**config.mk**
```make
export PLATFORM = sky130hd
export DESIGN_NAME = device_task_registry_unit
export DESIGN_NICKNAME = d
export VERILOG_FILES = /design/src/sv/dtr_pkg.sv /design/src/sv/dtr_ctrl.sv /design/src/sv/dtr_datapath.sv /design/src/sv/device_task_registry_unit.sv
export SDC_FILE = /design/constraint.sdc
export NUM_CORES = 2
export LEC_CHECK = 0
export CORE_MARGIN = 2
export CORE_UTILIZATION = 37
export CTS_CLUSTER_DIAMETER = 150
export DETAILED_ROUTE_END_ITERATION = 7
export DONT_BUFFER_PORTS = 1
export PLACE_DENSITY = 0.57
export SYNTH_ARGS = -nofsm -noshare
export SYNTH_HDL_FRONTEND = slang
export SYNTH_SLANG_ARGS = --single-unit
```
**constraint.sdc**
```tcl
create_clock -name clock -period 5.08 [get_ports clock]
set_input_delay 0.254 -clock clock [delete_from_list [all_inputs] [get_ports clock]]
set_output_delay 0.254 -clock clock [all_outputs]
set_load 0.03 [all_outputs]
```
**src/sv/dtr_pkg.sv**
```systemverilog
// Shared types and constants of the device task registry.
// Holds request and result codes, the task entry layout and the control structs.
// Depends on nothing; every other file of the block uses it.
package dtr_pkg;

   // Default sizes handed to the top level parameters.
   localparam int MAX_DEVICES_DEF = 64;
   localparam int TASK_SLOTS_DEF  = 64;

   // Fixed field widths.
   localparam int REQ_TYPE_W = 3;
   localparam int DEV_ID_W   = 6;
   localparam int TASK_ID_W  = 22;
   localparam int CODE_W     = 3;
   localparam int LIMIT_W    = 7;
   localparam int CSR_ADDR_W = 3;
   localparam int CSR_DATA_W = 32;

   // Reset value of the device limit register.
   localparam logic [LIMIT_W-1:0] LIMIT_RESET = 7'd64;

   // Register indexes on the configuration port.
   localparam logic REG_DEVICE_LIMIT = 1'b0;

   // Request types.
   localparam logic [REQ_TYPE_W-1:0] OP_ADD_TASK  = 3'd0;
   localparam logic [REQ_TYPE_W-1:0] OP_DEL_TASK  = 3'd1;
   localparam logic [REQ_TYPE_W-1:0] OP_SET_TASK  = 3'd2;
   localparam logic [REQ_TYPE_W-1:0] OP_SET_DEV   = 3'd3;
   localparam logic [REQ_TYPE_W-1:0] OP_QRY_IDLE  = 3'd4;
   localparam logic [REQ_TYPE_W-1:0] OP_QRY_FAULT = 3'd5;

   // Result codes.
   localparam logic [CODE_W-1:0] RC_OK        = 3'd0;
   localparam logic [CODE_W-1:0] RC_INVALID   = 3'd1;
   localparam logic [CODE_W-1:0] RC_EXISTS    = 3'd2;
   localparam logic [CODE_W-1:0] RC_NOT_FOUND = 3'd3;
   localparam logic [CODE_W-1:0] RC_NO_TASK   = 3'd4;
   localparam logic [CODE_W-1:0] RC_FULL      = 3'd5;

   // One word of the task table.
   typedef struct packed {
      logic                 valid;
      logic [DEV_ID_W-1:0]  owner;
      logic [TASK_ID_W-1:0] tid;
      logic                 in_use;
   } entry_type;

   // One word of the device table.
   typedef struct packed {
      logic known;
      logic faulty;
   } dev_rec_type;

   // Commands from the controller to the datapath.
   typedef struct packed {
      logic clear;
      logic accept;
      logic scan_rd;
      logic commit;
   } dp_cmd_type;

   // Status from the datapath to the controller.
   typedef struct packed {
      logic need_scan;
   } dp_status_type;

endpackage

```
**src/sv/dtr_ctrl.sv**
```systemverilog
// Sequencer of the device task registry: clearing pass, table scan and commit.
// Drives the datapath through dtr_pkg::dp_cmd_type and a shared sweep counter.
// Depends on dtr_pkg.
module dtr_ctrl #(
   parameter int CNT_W   = 7,
   parameter int CLR_LEN = 64,
   parameter int SLOTS   = 64
) (
   input  logic                  clock,
   input  logic                  reset,
   input  logic                  start,
   input  dtr_pkg::dp_status_type status,
   output dtr_pkg::dp_cmd_type   cmd,
   output logic [CNT_W-1:0]      cnt,
   output logic                  busy
);

   localparam logic [2:0] ST_CLEAR  = 3'd0;
   localparam logic [2:0] ST_IDLE   = 3'd1;
   localparam logic [2:0] ST_DEVCHK = 3'd2;
   localparam logic [2:0] ST_SCAN   = 3'd3;
   localparam logic [2:0] ST_DRAIN  = 3'd4;
   localparam logic [2:0] ST_UPDATE = 3'd5;

   localparam logic [CNT_W-1:0] CLR_LAST  = CNT_W'(CLR_LEN - 1);
   localparam logic [CNT_W-1:0] SCAN_LAST = CNT_W'(SLOTS - 1);

   logic [2:0]       state_ff, state_in;
   logic [CNT_W-1:0] cnt_ff, cnt_in;

   // Next state, counter and commands.
   always_comb begin
      state_in = state_ff;
      cnt_in   = cnt_ff;
      cmd      = '0;
      case (state_ff)
         ST_CLEAR: begin
            cmd.clear = 1'b1;
            if (cnt_ff == CLR_LAST) begin
               cnt_in   = '0;
               state_in = ST_IDLE;
            end else begin
               cnt_in = cnt_ff + 1'b1;
            end
         end
         ST_IDLE: begin
            if (start) begin
               cmd.accept = 1'b1;
               state_in   = ST_DEVCHK;
            end
         end
         ST_DEVCHK: begin
            cnt_in = '0;
            if (status.need_scan) begin
               state_in = ST_SCAN;
            end else begin
               state_in = ST_UPDATE;
            end
         end
         ST_SCAN: begin
            cmd.scan_rd = 1'b1;
            if (cnt_ff == SCAN_LAST) begin
               state_in = ST_DRAIN;
            end else begin
               cnt_in = cnt_ff + 1'b1;
            end
         end
         ST_DRAIN: begin
            state_in = ST_UPDATE;
         end
         ST_UPDATE: begin
            cmd.commit = 1'b1;
            state_in   = ST_IDLE;
         end
         default: begin
            state_in = ST_IDLE;
         end
      endcase
   end

   // State registers; reset starts the clearing pass.
   always_ff @(posedge clock) begin
      if (reset) begin
         state_ff <= ST_CLEAR;
         cnt_ff   <= '0;
      end else begin
         state_ff <= state_in;
         cnt_ff   <= cnt_in;
      end
   end

   assign cnt  = cnt_ff;
   assign busy = (state_ff != ST_IDLE);

endmodule

```
**src/sv/dtr_datapath.sv**
```systemverilog
// Datapath of the device task registry: device table, task table and scan logic.
// Takes commands from dtr_ctrl and registers the result beat.
// Depends on dtr_pkg.
module dtr_datapath #(
   parameter int MAX_DEVICES = dtr_pkg::MAX_DEVICES_DEF,
   parameter int TASK_SLOTS  = dtr_pkg::TASK_SLOTS_DEF,
   parameter int CNT_W       = 7
) (
   input  logic                             clock,
   input  logic                             reset,
   input  dtr_pkg::dp_cmd_type              cmd,
   input  logic [CNT_W-1:0]                 cnt,
   input  logic [dtr_pkg::REQ_TYPE_W-1:0]   req_type,
   input  logic [dtr_pkg::DEV_ID_W-1:0]     req_device_id,
   input  logic [dtr_pkg::TASK_ID_W-1:0]    req_task_id,
   input  logic                             req_all_tasks,
   input  logic                             req_status_value,
   input  logic [dtr_pkg::LIMIT_W-1:0]      device_limit,
   output dtr_pkg::dp_status_type           status,
   output logic                             rsp_strobe,
   output logic [dtr_pkg::CODE_W-1:0]       rsp_result_code,
   output logic                             rsp_idle,
   output logic                             rsp_fault
);

   localparam int DEV_W  = (MAX_DEVICES > 1) ? $clog2(MAX_DEVICES) : 1;
   localparam int SLOT_W = (TASK_SLOTS > 1) ? $clog2(TASK_SLOTS) : 1;
   localparam int EXT_W  = 9;

   // Tables.
   dtr_pkg::entry_type   ent_mem [TASK_SLOTS];
   dtr_pkg::dev_rec_type dev_mem [MAX_DEVICES];

   // Latched request.
   logic [dtr_pkg::REQ_TYPE_W-1:0] op_ff;
   logic [dtr_pkg::DEV_ID_W-1:0]   dev_ff;
   logic [dtr_pkg::TASK_ID_W-1:0]  tid_ff;
   logic                           all_ff;
   logic                           sv_ff;
   dtr_pkg::dev_rec_type           dev_rd_ff;

   // Scan pipeline and accumulated search results.
   dtr_pkg::entry_type ent_rd_ff;
   logic               rd_vld_ff;
   logic [SLOT_W-1:0]  rd_idx_ff;
   logic               hit_found_ff, free_found_ff;
   logic [SLOT_W-1:0]  hit_idx_ff, free_idx_ff;
   logic               any_busy_ff, other_busy_ff, any_owned_ff;

   // Result registers.
   logic                        strobe_ff;
   logic [dtr_pkg::CODE_W-1:0]  code_ff, code_in;
   logic                        idle_ff, idle_in;
   logic                        fault_ff, fault_in;

   logic [EXT_W-1:0]   req_dev_ext, dev_ext;
   logic [DEV_W-1:0]   req_dev_idx, dev_idx;
   logic               valid_req, known;
   logic               rd_own, rd_hit, rd_free;
   logic               ent_we, dev_we;
   logic [SLOT_W-1:0]  ent_waddr;
   logic [DEV_W-1:0]   dev_waddr;
   dtr_pkg::entry_type   ent_wdata;
   dtr_pkg::dev_rec_type dev_wdata;

   // Device indexes and request validity.
   assign req_dev_ext = EXT_W'(req_device_id);
   assign req_dev_idx = req_dev_ext[DEV_W-1:0];
   assign dev_ext     = EXT_W'(dev_ff);
   assign dev_idx     = dev_ext[DEV_W-1:0];
   assign known       = dev_rd_ff.known;
   assign valid_req   = (op_ff <= dtr_pkg::OP_QRY_FAULT)
                      && (dtr_pkg::LIMIT_W'(dev_ff) < device_limit)
                      && (dev_ext < EXT_W'(MAX_DEVICES));

   // Scan is needed when the answer depends on the task table.
   assign status.need_scan = valid_req
      && ((op_ff == dtr_pkg::OP_ADD_TASK) || (op_ff == dtr_pkg::OP_QRY_IDLE)
          || (((op_ff == dtr_pkg::OP_DEL_TASK) || (op_ff == dtr_pkg::OP_SET_TASK)) && known));

   // Classification of the entry returned by the scan read.
   assign rd_own  = rd_vld_ff && ent_rd_ff.valid && (ent_rd_ff.owner == dev_ff);
   assign rd_hit  = rd_own && (ent_rd_ff.tid == tid_ff);
   assign rd_free = rd_vld_ff && !ent_rd_ff.valid;

   // Request latch and device table read.
   always_ff @(posedge clock) begin
      if (cmd.accept) begin
         op_ff     <= req_type;
         dev_ff    <= req_device_id;
         tid_ff    <= req_task_id;
         all_ff    <= req_all_tasks;
         sv_ff     <= req_status_value;
         dev_rd_ff <= dev_mem[req_dev_idx];
      end
      if (dev_we) begin
         dev_mem[dev_waddr] <= dev_wdata;
      end
   end

   // Scan read and task table write.
   always_ff @(posedge clock) begin
      if (cmd.scan_rd) begin
         ent_rd_ff <= ent_mem[cnt[SLOT_W-1:0]];
         rd_idx_ff <= cnt[SLOT_W-1:0];
      end
      if (ent_we) begin
         ent_mem[ent_waddr] <= ent_wdata;
      end
   end

   always_ff @(posedge clock) begin
      if (reset) begin
         rd_vld_ff <= 1'b0;
      end else begin
         rd_vld_ff <= cmd.scan_rd;
      end
   end

   // Search accumulators: first match, lowest free entry, in-use summaries.
   always_ff @(posedge clock) begin
      if (cmd.accept) begin
         hit_found_ff  <= 1'b0;
         free_found_ff <= 1'b0;
         hit_idx_ff    <= '0;
         free_idx_ff   <= '0;
         any_busy_ff   <= 1'b0;
         other_busy_ff <= 1'b0;
         any_owned_ff  <= 1'b0;
      end else begin
         if (rd_hit && !hit_found_ff) begin
            hit_found_ff <= 1'b1;
            hit_idx_ff   <= rd_idx_ff;
         end
         if (rd_free && !free_found_ff) begin
            free_found_ff <= 1'b1;
            free_idx_ff   <= rd_idx_ff;
         end
         if (rd_own) begin
            any_owned_ff <= 1'b1;
         end
         if (rd_own && ent_rd_ff.in_use) begin
            any_busy_ff <= 1'b1;
         end
         if (rd_own && ent_rd_ff.in_use && !rd_hit) begin
            other_busy_ff <= 1'b1;
         end
      end
   end

   // Task table write port: clearing pass, bulk status write-back, commit.
   always_comb begin
      ent_we    = 1'b0;
      ent_waddr = rd_idx_ff;
      ent_wdata = ent_rd_ff;
      if (cmd.clear) begin
         ent_we    = (cnt < CNT_W'(TASK_SLOTS));
         ent_waddr = cnt[SLOT_W-1:0];
         ent_wdata = '0;
      end else if (rd_own && (op_ff == dtr_pkg::OP_SET_TASK) && all_ff) begin
         ent_we           = 1'b1;
         ent_waddr        = rd_idx_ff;
         ent_wdata        = ent_rd_ff;
         ent_wdata.in_use = sv_ff;
      end else if (cmd.commit && valid_req) begin
         case (op_ff)
            dtr_pkg::OP_ADD_TASK: begin
               ent_we           = !hit_found_ff && free_found_ff;
               ent_waddr        = free_idx_ff;
               ent_wdata.valid  = 1'b1;
               ent_wdata.owner  = dev_ff;
               ent_wdata.tid    = tid_ff;
               ent_wdata.in_use = 1'b1;
            end
            dtr_pkg::OP_DEL_TASK: begin
               ent_we    = known && hit_found_ff;
               ent_waddr = hit_idx_ff;
               ent_wdata = '0;
            end
            dtr_pkg::OP_SET_TASK: begin
               ent_we           = known && !all_ff && hit_found_ff;
               ent_waddr        = hit_idx_ff;
               ent_wdata.valid  = 1'b1;
               ent_wdata.owner  = dev_ff;
               ent_wdata.tid    = tid_ff;
               ent_wdata.in_use = sv_ff;
            end
            default: begin
               ent_we = 1'b0;
            end
         endcase
      end
   end

   // Device table write port: clearing pass, record creation, fault set.
   always_comb begin
      dev_we    = 1'b0;
      dev_waddr = dev_idx;
      dev_wdata = '0;
      if (cmd.clear) begin
         dev_we    = (cnt < CNT_W'(MAX_DEVICES));
         dev_waddr = cnt[DEV_W-1:0];
      end else if (cmd.commit && valid_req) begin
         if (op_ff == dtr_pkg::OP_ADD_TASK) begin
            dev_we           = !known;
            dev_wdata.known  = 1'b1;
            dev_wdata.faulty = 1'b0;
         end else if (op_ff == dtr_pkg::OP_SET_DEV) begin
            dev_we           = 1'b1;
            dev_wdata.known  = 1'b1;
            dev_wdata.faulty = sv_ff;
         end
      end
   end

   // Result of the request.
   always_comb begin
      code_in  = dtr_pkg::RC_OK;
      idle_in  = 1'b0;
      fault_in = 1'b0;
      if (!valid_req) begin
         code_in = dtr_pkg::RC_INVALID;
      end else begin
         case (op_ff)
            dtr_pkg::OP_ADD_TASK: begin
               if (hit_found_ff) begin
                  code_in = dtr_pkg::RC_EXISTS;
               end else if (!free_found_ff) begin
                  code_in = dtr_pkg::RC_FULL;
               end
            end
            dtr_pkg::OP_DEL_TASK: begin
               if (!known) begin
                  code_in = dtr_pkg::RC_NOT_FOUND;
               end else if (!hit_found_ff) begin
                  code_in = dtr_pkg::RC_NO_TASK;
               end else begin
                  idle_in = !other_busy_ff;
               end
            end
            dtr_pkg::OP_SET_TASK: begin
               if (!known) begin
                  code_in = dtr_pkg::RC_NOT_FOUND;
               end else if (all_ff) begin
                  idle_in = !(sv_ff && any_owned_ff);
               end else if (!hit_found_ff) begin
                  code_in = dtr_pkg::RC_NOT_FOUND;
               end else begin
                  idle_in = !other_busy_ff && !sv_ff;
               end
            end
            dtr_pkg::OP_SET_DEV: begin
               code_in = dtr_pkg::RC_OK;
            end
            dtr_pkg::OP_QRY_IDLE: begin
               idle_in = !known || !any_busy_ff;
            end
            dtr_pkg::OP_QRY_FAULT: begin
               fault_in = known && dev_rd_ff.faulty;
            end
            default: begin
               code_in = dtr_pkg::RC_INVALID;
            end
         endcase
      end
   end

   // Result beat registers.
   always_ff @(posedge clock) begin
      if (reset) begin
         strobe_ff <= 1'b0;
      end else begin
         strobe_ff <= cmd.commit;
      end
   end

   always_ff @(posedge clock) begin
      if (cmd.commit) begin
         code_ff  <= code_in;
         idle_ff  <= idle_in;
         fault_ff <= fault_in;
      end
   end

   assign rsp_strobe      = strobe_ff;
   assign rsp_result_code = code_ff;
   assign rsp_idle        = idle_ff;
   assign rsp_fault       = fault_ff;

endmodule

```
**src/sv/device_task_registry_unit.sv**
```systemverilog
// Top level of the device task registry: configuration register and block wiring.
// Instantiates dtr_ctrl and dtr_datapath; depends on dtr_pkg.
//
//   Channel   Handshake                       Payload
//   request   start in, busy out              req_type, req_device_id, req_task_id,
//                                             req_all_tasks, req_status_value
//   result    rsp_strobe out, one cycle       rsp_result_code, rsp_idle, rsp_fault
//   config    psel/penable/pwrite, pready=1   paddr, pwdata, prdata (device_limit at 0)
//
// A request beat is taken when start is high and busy is low.
// Add, idle query, and delete or task status for a known device scan the task table
// one entry per cycle through its single read port, and busy stays high until the
// commit that follows the scan. All other requests, and requests with an invalid id,
// commit without a scan. After reset a clearing pass over max(TASK_SLOTS, MAX_DEVICES) entries
// (64 by default) keeps busy high. The result beat shows for one cycle and cannot be stalled.
module device_task_registry_unit #(
   parameter int MAX_DEVICES = dtr_pkg::MAX_DEVICES_DEF,
   parameter int TASK_SLOTS  = dtr_pkg::TASK_SLOTS_DEF
) (
   input  logic                              clock,
   input  logic                              reset,
   input  logic                              start,
   output logic                              busy,
   input  logic [dtr_pkg::REQ_TYPE_W-1:0]    req_type,
   input  logic [dtr_pkg::DEV_ID_W-1:0]      req_device_id,
   input  logic [dtr_pkg::TASK_ID_W-1:0]     req_task_id,
   input  logic                              req_all_tasks,
   input  logic                              req_status_value,
   output logic                              rsp_strobe,
   output logic [dtr_pkg::CODE_W-1:0]        rsp_result_code,
   output logic                              rsp_idle,
   output logic                              rsp_fault,
   input  logic                              psel,
   input  logic                              penable,
   input  logic                              pwrite,
   input  logic [dtr_pkg::CSR_ADDR_W-1:0]    paddr,
   input  logic [dtr_pkg::CSR_DATA_W-1:0]    pwdata,
   output logic [dtr_pkg::CSR_DATA_W-1:0]    prdata,
   output logic                              pready
);

   localparam int CLR_LEN = (TASK_SLOTS > MAX_DEVICES) ? TASK_SLOTS : MAX_DEVICES;
   localparam int CNT_W   = $clog2(CLR_LEN + 1);

   logic [dtr_pkg::LIMIT_W-1:0] limit_ff;
   logic                        csr_wr;
   logic                        reg_sel;
   dtr_pkg::dp_cmd_type         cmd;
   dtr_pkg::dp_status_type      status;
   logic [CNT_W-1:0]            cnt;

   // Configuration register.
   assign pready  = 1'b1;
   assign reg_sel = paddr[dtr_pkg::CSR_ADDR_W-1];
   assign csr_wr  = psel && penable && pwrite && pready;

   always_ff @(posedge clock) begin
      if (reset) begin
         limit_ff <= dtr_pkg::LIMIT_RESET;
      end else if (csr_wr && (reg_sel == dtr_pkg::REG_DEVICE_LIMIT)) begin
         limit_ff <= pwdata[dtr_pkg::LIMIT_W-1:0];
      end
   end

   assign prdata = (reg_sel == dtr_pkg::REG_DEVICE_LIMIT)
                 ? dtr_pkg::CSR_DATA_W'(limit_ff) : '0;

   dtr_ctrl #(
      .CNT_W   (CNT_W),
      .CLR_LEN (CLR_LEN),
      .SLOTS   (TASK_SLOTS)
   ) u_ctrl (
      .clock  (clock),
      .reset  (reset),
      .start  (start),
      .status (status),
      .cmd    (cmd),
      .cnt    (cnt),
      .busy   (busy)
   );

   dtr_datapath #(
      .MAX_DEVICES (MAX_DEVICES),
      .TASK_SLOTS  (TASK_SLOTS),
      .CNT_W       (CNT_W)
   ) u_datapath (
      .clock            (clock),
      .reset            (reset),
      .cmd              (cmd),
      .cnt              (cnt),
      .req_type         (req_type),
      .req_device_id    (req_device_id),
      .req_task_id      (req_task_id),
      .req_all_tasks    (req_all_tasks),
      .req_status_value (req_status_value),
      .device_limit     (limit_ff),
      .status           (status),
      .rsp_strobe       (rsp_strobe),
      .rsp_result_code  (rsp_result_code),
      .rsp_idle         (rsp_idle),
      .rsp_fault        (rsp_fault)
   );

endmodule

```
==> results.rst <==
.. list-table::
   :header-rows: 1

   * - Metric
     - Value
   * - Crit path required time
     - 5.63 ns
   * - Outcome
     - completed
   * - Die width
     - 480 um
   * - Post-synthesis cell count
     - 3,596
   * - Met2 Usage GRT
     - 29.7%
   * - Number of maximum-capacitance constraint violations
     - 0
   * - Setup_tns
     - 0 ns
   * - Dominant register cell in the synthesized netlist
     - sky130_fd_sc_hd__edfxtp_1
   * - Count of buffers from port buffering
     - 0
   * - Root cell of the clock tree
     - sky130_fd_sc_hd__clkbuf_16
   * - Number of pins exceeding their max-slew limit in the final report
     - 0
   * - Sort of element at the start of the critical path
     - flip-flop
   * - Transition time at the pin with the least slew margin
     - 1.33 ns
   * - Crit Path Class
     - reg -> reg
   * - Number of H-tree branching levels
     - 4
   * - Clock latency on the worst-skew pair
     - 0.86 ns
   * - Total overflow reported by the global router
     - 0
   * - Vias in the first global route
     - 40,248
   * - Commonest cells after routing, fill and taps aside
     - sky130_fd_sc_hd__edfxtp_1, sky130_fd_sc_hd__mux4_2, sky130_fd_sc_hd__clkbuf_16
   * - Final-report hold violation count
     - 0
   * - Synth cell types
     - 52
   * - Layout Skew
     - 0.0352 ns
   * - Endpoints failing setup
     - 0
   * - Met3 Usage GRT
     - 2.66%
   * - Worst-path cell chain
     - ha_1, nand4b_1, o31ai_2, nor3_2, buf_4, a211oi_2, buf_4, nand4_1, nor2_4, buf_12
   * - Wire length after detailed routing
     - 213,000 um
   * - ANT nets after route
     - 0
   * - Number of buffers between clock root and the deepest sink
     - 3
   * - Cell area after synthesis
     - 83,800 um^2
   * - Leakage Power
     - 29.5 nW
   * - I/O pin count
     - 114
   * - Routed via count
     - 39,372
   * - Met1 Use GR
     - 26.1%
   * - Final-layout fill cell count
     - 18,979
   * - Top Usage Layer GRT
     - met2
   * - Detailed Routing Iterations Pass 1
     - 6
   * - Via/cell ratio
     - 5.57
   * - Maximum clock rate
     - 0.207 GHz
   * - Clock sink total
     - 2,160
   * - Maximum vdd drop
     - 0.290 mV
   * - Resize count post-CTS
     - 0
   * - Hold path depth
     - 1
   * - Sequential share of the synthesized area
     - 77.0%
   * - Relative slew slack
     - 11.6%
   * - Nature of the critical path endpoint
     - flip-flop
   * - Adder-cell area share of the yosys netlist
     - 0.0896%
   * - Share of the cycle needed by the critical path after routing
     - 94.9%
   * - Fin crit period
     - 4.82 ns
   * - Async set-or-reset flop fraction in the synthesized netlist
     - 0%
   * - Final hold slack
     - 0.0545 ns
   * - Number of clock buffers inserted by TritonCTS
     - 216
   * - Die Height
     - 480 um
   * - Area fraction in and, or, nand and nor cells after synthesis
     - 2.11%
   * - Detailed Place HPWL
     - 123,000 um
   * - Number of design rule violations left after detail routing
     - 0
   * - Area added between synthesis and finish
     - 16.3%
   * - Number of storage elements in the synthesis netlist
     - 2,160
   * - Global-route wire length before repair
     - 302,000 um
   * - Worst Reg-to-Reg Cells
     - 10
   * - Starting Density
     - 37.2%
   * - Final standard cell area without fillers
     - 97,400 um^2
   * - Clk slew on worst S/H paths
     - 0.06 ns
   * - Power density cells
     - 386 nW/um^2
   * - Final GP Congestion
     - 0.832
   * - Number of warning messages in the yosys log
     - 0
   * - Multiplexer share of the synthesized area
     - 18.3%
   * - Slowest stage cell, crit path
     - sky130_fd_sc_hd__o31ai_2
   * - Placed Instance Area
     - 89,600 um^2
   * - Total of hold buffers inserted after clock tree synthesis
     - 74
   * - Leading cell type in the layout, fill and taps excluded
     - sky130_fd_sc_hd__edfxtp_1
   * - Critical path arrival
     - 5.37 ns
   * - Core area
     - 225,000 um^2
   * - Largest family of logic cells by synthesized area
     - multiplexers
   * - DRC marker count from the first detailed-route iteration
     - 4,878
   * - Hold/Removal Path Class
     - in -> reg
   * - Total Die Area
     - 230,000 um^2
   * - Placement Rows
     - 174
   * - Count of flip-flops with a built-in enable after synthesis
     - 2,124
   * - Post-CTS setup buffers
     - 0
   * - CTS tree
     - built
   * - RSZ-0062 raised after global routing
     - no
   * - Nets@finish
     - 3,980
   * - Wire length per cell after detailed routing
     - 30.1 um
   * - CP dominant cell by count
     - sky130_fd_sc_hd__buf_4
   * - Share of the synthesized netlist area taken by xor and xnor gates
     - 0.366%
   * - Antenna violations before repair
     - 16
   * - Layout cell share with drive strength beyond 1
     - 32.0%
   * - Mean area per synthesized cell
     - 23.3 um^2
   * - Global-route total usage across every layer
     - 18.4%
   * - Maximum fanout encountered on the critical timing path
     - 30
   * - Area fraction in compound gates after synthesis
     - 0.765%
   * - Final Total Pwr
     - 0.0376 W
   * - Slowest stage delay, CP
     - 0.82 ns
   * - Maximum number of pins on one net before global-route repair
     - 83
Yosys cell counts, types with 3 or more instances:
cell type	number	area share, %
sky130_fd_sc_hd__a211o_1	3	0.031
sky130_fd_sc_hd__a211oi_1	4	0.036
sky130_fd_sc_hd__a21oi_1	40	0.24
sky130_fd_sc_hd__a22o_1	5	0.052
sky130_fd_sc_hd__a22oi_1	3	0.027
sky130_fd_sc_hd__a31oi_1	11	0.082
sky130_fd_sc_hd__and2_1	4	0.030
sky130_fd_sc_hd__buf_1	21	0.094
sky130_fd_sc_hd__buf_2	65	0.39
sky130_fd_sc_hd__buf_4	29	0.26
sky130_fd_sc_hd__buf_6	3	0.040
sky130_fd_sc_hd__clkbuf_1	105	0.47
sky130_fd_sc_hd__dfxtp_1	36	0.86
sky130_fd_sc_hd__edfxtp_1	2124	76
sky130_fd_sc_hd__ha_1	6	0.090
sky130_fd_sc_hd__inv_1	15	0.067
sky130_fd_sc_hd__mux2i_1	21	0.25
sky130_fd_sc_hd__mux4_2	672	18
sky130_fd_sc_hd__nand2_1	70	0.31
sky130_fd_sc_hd__nand2b_1	8	0.060
sky130_fd_sc_hd__nand3_1	41	0.25
sky130_fd_sc_hd__nand3b_1	6	0.054
sky130_fd_sc_hd__nand4_1	19	0.14
sky130_fd_sc_hd__nor2_1	94	0.42
sky130_fd_sc_hd__nor2b_1	4	0.030
sky130_fd_sc_hd__nor3_1	95	0.57
sky130_fd_sc_hd__nor3b_1	4	0.036
sky130_fd_sc_hd__nor4_1	8	0.060
sky130_fd_sc_hd__o21ai_0	4	0.024
sky130_fd_sc_hd__o31a_1	5	0.052
sky130_fd_sc_hd__o31ai_2	5	0.075
sky130_fd_sc_hd__or3_1	6	0.045
sky130_fd_sc_hd__xnor2_1	21	0.22
sky130_fd_sc_hd__xor2_1	14	0.15
sequential cells by signal, summed over array words and instances, names as in the netlist, 7 cells and up:
register	flops
u_datapath.ent_mem	1920
limit_ff	7
u_ctrl.cnt	7
u_datapath.dev_mem	128
u_datapath.ent_rd_ff	30
u_datapath.tid_ff	22
area by class of cell:
cell class | instances | area [um^2] | area share [%]
well taps | 2992 | 3740 | 3.84
diodes | 1 | 2.50 | 0.00257
inverters | 15 | 56.3 | 0.0578
multi-input cells | 1222 | 19000 | 19.5
clock buffers | 265 | 5670 | 5.82
clock inverters | 124 | 1360 | 1.39
flip-flops and latches | 2160 | 64500 | 66.2
repair buffers | 285 | 3020 | 3.10
per-stage QoR:
step,instances,utilization [%],setup WS (ns)
5_1_grt,7063,43.3,0.0832
3_3_place_gp,6599,39.9,0.338
2_1_floorplan,3620,-,0.267
6_report,7064,43.3,0.258
3_5_place_dp,6599,39.9,0.323
4_1_cts,7062,43.3,0.297
per-layer routing:
| layer | vias up | share of wire, % |
|---|---|---|
| li1 | 15962 | - |
| met1 | 21633 | 42 |
| met2 | 1475 | 49 |
| met3 | 298 | 6.2 |
| met4 | 4 | 2.6 |
| met5 | - | 0.013 |
cell families (layout without fill, tap and decap cells):
group,after synthesis,after routing
xor+xnor,35,35
flops,2160,2160
mux,693,693
other cells,2,27
fa+ha+maj,6,6
compound gates,93,93
buf+inv,238,689
simple gates,369,369
where the power goes:
group / internal, W / total, W / switching [W]
registers: 0.0194 / 0.0195 / 0.0000737
clock network: 0.00918 / 0.0159 / 0.00668
logic: 0.00106 / 0.00228 / 0.00122
path summary, 6_finish.rpt:
check | to | slack [ns] | start
worst max-delay path | u_datapath.ent_mem[0][8] | 0.26 | u_datapath.dev_ff[4]
worst min-delay path | u_datapath.op_ff[2] | 0.05 | req_type[2]
worst max register to register | u_datapath.ent_mem[0][8] | 0.26 | u_datapath.dev_ff[4]
worst min register to register | u_datapath.any_owned_ff | 0.47 | u_datapath.any_owned_ff
worst max-delay path, delay by kind of cell, from the launching register on:
| family | cells | cell delay (ns) |
|---|---|---|
| buffers and inverters | 3 | 0.84 |
| adder cells (fa/ha/maj) | 1 | 0.36 |
| AO/OA/AOI/OAI | 2 | 1.13 |
| AND/OR/NAND/NOR | 4 | 1.63 |
| flip-flops | 1 | 0.54 |
(Power assumes the default switching activity.)
